<file path="config.mk">
export PLATFORM = sky130hd
export DESIGN_NAME = nrc_divider
export DESIGN_NICKNAME = d
export VERILOG_FILES = /design/src/hw/rtl/nrc_pkg.sv /design/src/hw/rtl/nrc_divider.sv
export SDC_FILE = /design/constraint.sdc
export NUM_CORES = 1
export LEC_CHECK = 0
export BUFFER_PORTS_ARGS = -buffer_cell sky130_fd_sc_hd__buf_2
export CAP_MARGIN = 20
export CORE_MARGIN = 1
export CORE_UTILIZATION = 35
export DETAILED_ROUTE_END_ITERATION = 6
export SYNTH_ARGS = -nofsm -noshare
export SYNTH_HDL_FRONTEND = slang
export SYNTH_SLANG_ARGS = --single-unit
</file>
<file path="constraint.sdc">
create_clock -name clk -period 3.3 [get_ports clk]
set_input_delay 0.66 -clock clk [delete_from_list [all_inputs] [get_ports clk]]
set_output_delay 0.66 -clock clk [all_outputs]
set_load 0.1 [all_outputs]
</file>
<file path="src/hw/rtl/nrc_pkg.sv">
// Shared constants and types for the normalized RGB 3x3 convolution core.
// No dependencies.
package nrc_pkg;

  localparam int MAX_WIDTH_DEF = 2048;
  localparam int COEF_BITS_DEF = 12;
  localparam int COEF_FRAC     = 8;
  localparam int PIX_BITS      = 24;
  localparam int CH_BITS       = 8;

  localparam int WIDTH_REG_BITS  = 12;
  localparam int HEIGHT_REG_BITS = 16;
  localparam int CFG_IDX_BITS    = 3;

  localparam logic [CFG_IDX_BITS-1:0] CFG_IMAGE_WIDTH  = 3'd0;
  localparam logic [CFG_IDX_BITS-1:0] CFG_IMAGE_HEIGHT = 3'd1;
  localparam logic [CFG_IDX_BITS-1:0] CFG_KERNEL_TOP   = 3'd2;
  localparam logic [CFG_IDX_BITS-1:0] CFG_KERNEL_MID   = 3'd3;
  localparam logic [CFG_IDX_BITS-1:0] CFG_KERNEL_BOT   = 3'd4;

  localparam logic [CH_BITS-1:0] CH_MAX = 8'd255;

  typedef struct packed {
    logic start;
    logic busy;
    logic done;
  } nrc_div_ctl_t;

endpackage

</file>
<file path="src/hw/rtl/nrc_divider.sv">
// Three-lane restoring divider, one quotient bit per cycle, shared divisor.
// Quotient clamped to 0..255. Depends on nrc_pkg.
module nrc_divider
  import nrc_pkg::*;
#(
  parameter int NW = 27,
  parameter int DW = 16
) (
  input  logic                    clk,
  input  logic                    rst_n,
  input  nrc_div_ctl_t            ctl_in,
  output nrc_div_ctl_t            ctl_out,
  input  logic [2:0][NW-1:0]      num,
  input  logic [DW-1:0]           den,
  output logic [2:0][CH_BITS-1:0] quo
);

  localparam int CNTW = $clog2(NW + 1);

  logic [2:0][NW-1:0] q_r, q_nxt;
  logic [2:0][DW-1:0] rem_r, rem_nxt;
  logic [DW-1:0]      den_r;
  logic [CNTW-1:0]    cnt_r, cnt_nxt;
  logic               busy_r, busy_nxt;
  logic               done_r, done_nxt;
  logic [DW:0]        trial [3];

  always_comb begin
    q_nxt    = q_r;
    rem_nxt  = rem_r;
    cnt_nxt  = cnt_r;
    busy_nxt = busy_r;
    done_nxt = 1'b0;
    for (int i = 0; i < 3; i++) begin
      trial[i] = {rem_r[i], q_r[i][NW-1]};
    end
    if (ctl_in.start) begin
      q_nxt    = num;
      rem_nxt  = '0;
      cnt_nxt  = CNTW'(NW);
      busy_nxt = 1'b1;
    end else if (busy_r) begin
      for (int i = 0; i < 3; i++) begin
        if (trial[i] >= {1'b0, den_r}) begin
          rem_nxt[i] = DW'(trial[i] - {1'b0, den_r});
          q_nxt[i]   = {q_r[i][NW-2:0], 1'b1};
        end else begin
          rem_nxt[i] = trial[i][DW-1:0];
          q_nxt[i]   = {q_r[i][NW-2:0], 1'b0};
        end
      end
      cnt_nxt = cnt_r - 1'b1;
      if (cnt_r == CNTW'(1)) begin
        busy_nxt = 1'b0;
        done_nxt = 1'b1;
      end
    end
  end

  always_ff @(posedge clk) begin
    if (!rst_n) begin
      busy_r <= 1'b0;
      done_r <= 1'b0;
      cnt_r  <= '0;
    end else begin
      busy_r <= busy_nxt;
      done_r <= done_nxt;
      cnt_r  <= cnt_nxt;
    end
    q_r   <= q_nxt;
    rem_r <= rem_nxt;
    if (ctl_in.start) den_r <= den;
  end

  always_comb begin
    for (int i = 0; i < 3; i++) begin
      quo[i] = (q_r[i] > NW'(CH_MAX)) ? CH_MAX : q_r[i][CH_BITS-1:0];
    end
    ctl_out.start = 1'b0;
    ctl_out.busy  = busy_r;
    ctl_out.done  = done_r;
  end

endmodule

</file>
==> results.txt <==
post-synthesis xor/xnor area fraction: 3.46%
worst setup path category: reg2reg
post-synth top area share: 32.0%
CTS Buf Count: 17
slowest library cell on the worst path: edfxtp_1
num ports: 129
number of fill cells: 2,469
Worst Tran Pin Value: 701 ps
Post-Synthesis Cells: 844
H-Tree Depth: 4
leak pwr: 4.25 nW
Max Transition Viols Final: 0
vias in the first global route: 6,723
crit-path leading delay family: compound AO/OA/AOI/OAI gates
worst vdd ir: 0.332 mV
Startpoint Class: flop
CP Max Fanout: 6
R2R cell count: 9
worst path buffer plus inverter count: 1
Clock Skew: 15.5 ps
die width: 163 um
share of cells above drive strength 1: 29.1%
multi-input logic area: 4790 um^2
clock tree from TritonCTS: done
total power: 5.33 mW
Initial Util: 35.9%
FF+latch count, synth: 152
Combinational Power Share: 18.1%
PostCTS Resize Cnt: 0
switching pwr: 1.58 mW
Yosys cell types: 79
Area Growth Syn to Fin: 17.9%
Tightest Hold Check Type: in2reg
MaxCap Viol Count: 0
initial antenna violation count: 5
unrepaired setup endpoints after global routing: no
CP most frequent cell: o21ai_1
first-pass iteration count of the detailed router: 5
status: finished, final reports clean
crit-path cells: inv_1 -> ha_1 -> a21oi_1 -> o21ai_1 -> or3_1 -> o21ai_1 -> a21o_1 -> mux2_1 -> a211oi_1
core area: 25,400 um^2
root buf cell: clkbuf_16
Tot GR Track Use: 17.0%
period utilisation layout: 88.6%
Setup TNS Final: 0 ps
NumNets Final: 1,127
Post-Layout Inst Area: 10,700 um^2
FF+latch area: 4020 um^2
Final Hold Violating Endpoints: 0
multiplexer share of the synthesized area: 11.9%
Post-Syn Nets: 999
area post-placement: 10,100 um^2
DR iter-0 viols: 389
hold path endpoint: den_r[3]
main combinational cell family by area after synthesis: compound AO/OA/AOI/OAI gates
r2r setup slk: 380 ps
EDFF count, synth: 97
core occupancy in the finished layout: 42.3%
area of the mapped netlist: 9120 um^2
Syn Area/Cell: 10.8 um^2
post-synthesis adder-cell area fraction: 7.52%
Port Buf Inserts: 125
Synth area leaders: edfxtp_1, dfxtp_1, mux2_2, ha_1, nand2_1
switching share of power: 29.6%
power share of the clock group: 38.6%
CP arrival: 3270 ps
power density over the cells: 496 nW/um^2
chip height: 163 um
Seq pwr share: 43.4%
top cell type by total area after synthesis: edfxtp_1
minimum clock period: 2920 ps
RD Place Congestion: 0.893
R2R Path Start: den_r[6]
Int Pwr: 3.75 mW
Yosys Warn Count: 0
Hold Slack: 399 ps
GR Overflow Total: 0
setup violators final: 0
Clock transition at path regs: 80 ps
first-pass GRT wire length: 35,400 um
cts hold-fix bufs: 0
Rows: 58
post-CTS setup buffers: 0
Reg-to-Reg End: rem_r[0]
simple-gate portion of the synthesized area: 13.2%
slew margin rel.: 52.8%
Synth async-reset ratio: 0%
Critical Path Max Stage Delay: 370 ps
drt drc: 0
Max clock buf depth: 2
data required time of the worst path: 3640 ps
Peak Freq: 342 MHz
routed length per placed instance: 16.9 um
via count: 6,979
Clk Latency, worst-skew pair: 430 ps
dpl hpwl: 16,000 um
Compound-Gate Fraction of Synth Area: 16.3%
register area share after synthesis: 44.0%
ys flop type: edfxtp_1
Die ar.: 26,700 um^2
CP endpoint kind: flop
WL final: 22,200 um
vias per inst: 5.30
hold path cells: 1
hold_sp: den[3]
largest net degree at the start of global routing: 82
CTS Sinks: 152
ANT nets after route: 0
==> routing by layer <==
layer  GRT usage [%]  share of wire [%]
met3            5.71                7.7
met5               0               0.10
met2            25.8                 43
met1            23.1                 48
met4            3.74               0.68
==> per-stage QoR <==
step                      std cells  setup WS, ps
final                          1316           375
after detailed placement       1283           415
after global placement         1283           449
after floorplan                 844          63.3
after CTS                      1315           382
after global routing           1316           212
==> cell usage in the layout, fill, tap and decap left out, types with 8 or more instances in the layout <==
master     count
nor2_1        45
nor2b_1        8
nand2b_1      30
a311oi_1       8
edfxtp_1      97
mux2i_1       16
inv_1         32
buf_2        124
nand3_1       16
a21oi_1       34
nor3_1        18
o21ai_0       35
xor2_1        14
nand4_1       10
nor4_1        18
xnor2_1       22
mux2_2        81
buf_4         16
nand2_1       62
clkbuf_16     17
dfxtp_1       54
o21a_1        12
a211oi_1      15
ha_1          50
a21o_1        20
==> power by group through the flow <==
stage / clock (mW) / sequential [mW] / combinational, mW
after floorplan: 0 / 2.32 / 0.734
after global placement: 0 / 2.35 / 0.945
after detailed placement: 0 / 2.35 / 0.955
after CTS: 2.10 / 2.31 / 0.961
after global routing: 2.17 / 2.33 / 1.06
final: 2.06 / 2.31 / 0.963
==> registers in the layout (all words and copies together), names as in the netlist <==
signal / flops
q_r: 81
rem_r: 48
den_r: 16
cnt_r: 5
busy_r: 1
done_r: 1
==> area by class of cell <==
| type | instances | share of cell area (%) |
|---|---|---|
| Antenna cell | 1 | 0.0233 |
| Clock buffer | 17 | 3.96 |
| Clock inverter | 15 | 1.84 |
| Inverter | 33 | 1.19 |
| Multi-Input combinational cell | 626 | 44.5 |
| Sequential cell | 152 | 37.4 |
| Tap cell | 330 | 3.84 |
| Timing Repair Buffer | 142 | 7.26 |
==> cell families after synthesis <==
kind of cell / after synthesis
other cells: 1
compound gates: 202
buf+inv: 66
xor+xnor: 36
mux: 98
flops: 152
fa+ha+maj: 53
simple gates: 236
==> worst register-to-register path, delay by kind of cell, from the launching register on <==
kind            cells  cell delay [ps]
fa+ha+maj           1              340
flops               1              370
buf+inv             1              170
compound gates      5             1290
simple gates        1              320
mux                 1              360
==> cell usage after synthesis, drive strengths merged, types with 10 or more instances <==
cell type,number
nand3,16
o21ai,43
xor2,14
ha,50
a211oi,17
nand2b,30
xnor2,22
dfxtp,55
mux2,82
nand4,10
o21a,13
nor2,46
edfxtp,97
inv,33
a311oi,11
mux2i,16
nor4,18
nand2,65
clkbuf,24
a21o,20
a21oi,34
nor3,18
==> worst max-delay path by stage <==
| stage | start | endpoint | slack (ps) | cells past startpoint |
|---|---|---|---|---|
| floorplan | ctl_in[2] | q_r[0] | 60 | 5 |
| global placement | den_r[1] | rem_r[36] | 450 | 9 |
| detailed placement | den_r[6] | rem_r[0] | 410 | 9 |
| CTS | den_r[6] | rem_r[0] | 380 | 9 |
| global route | den_r[6] | rem_r[3] | 210 | 10 |
| finish | den_r[6] | rem_r[0] | 380 | 9 |
(Power assumes the default switching activity.)
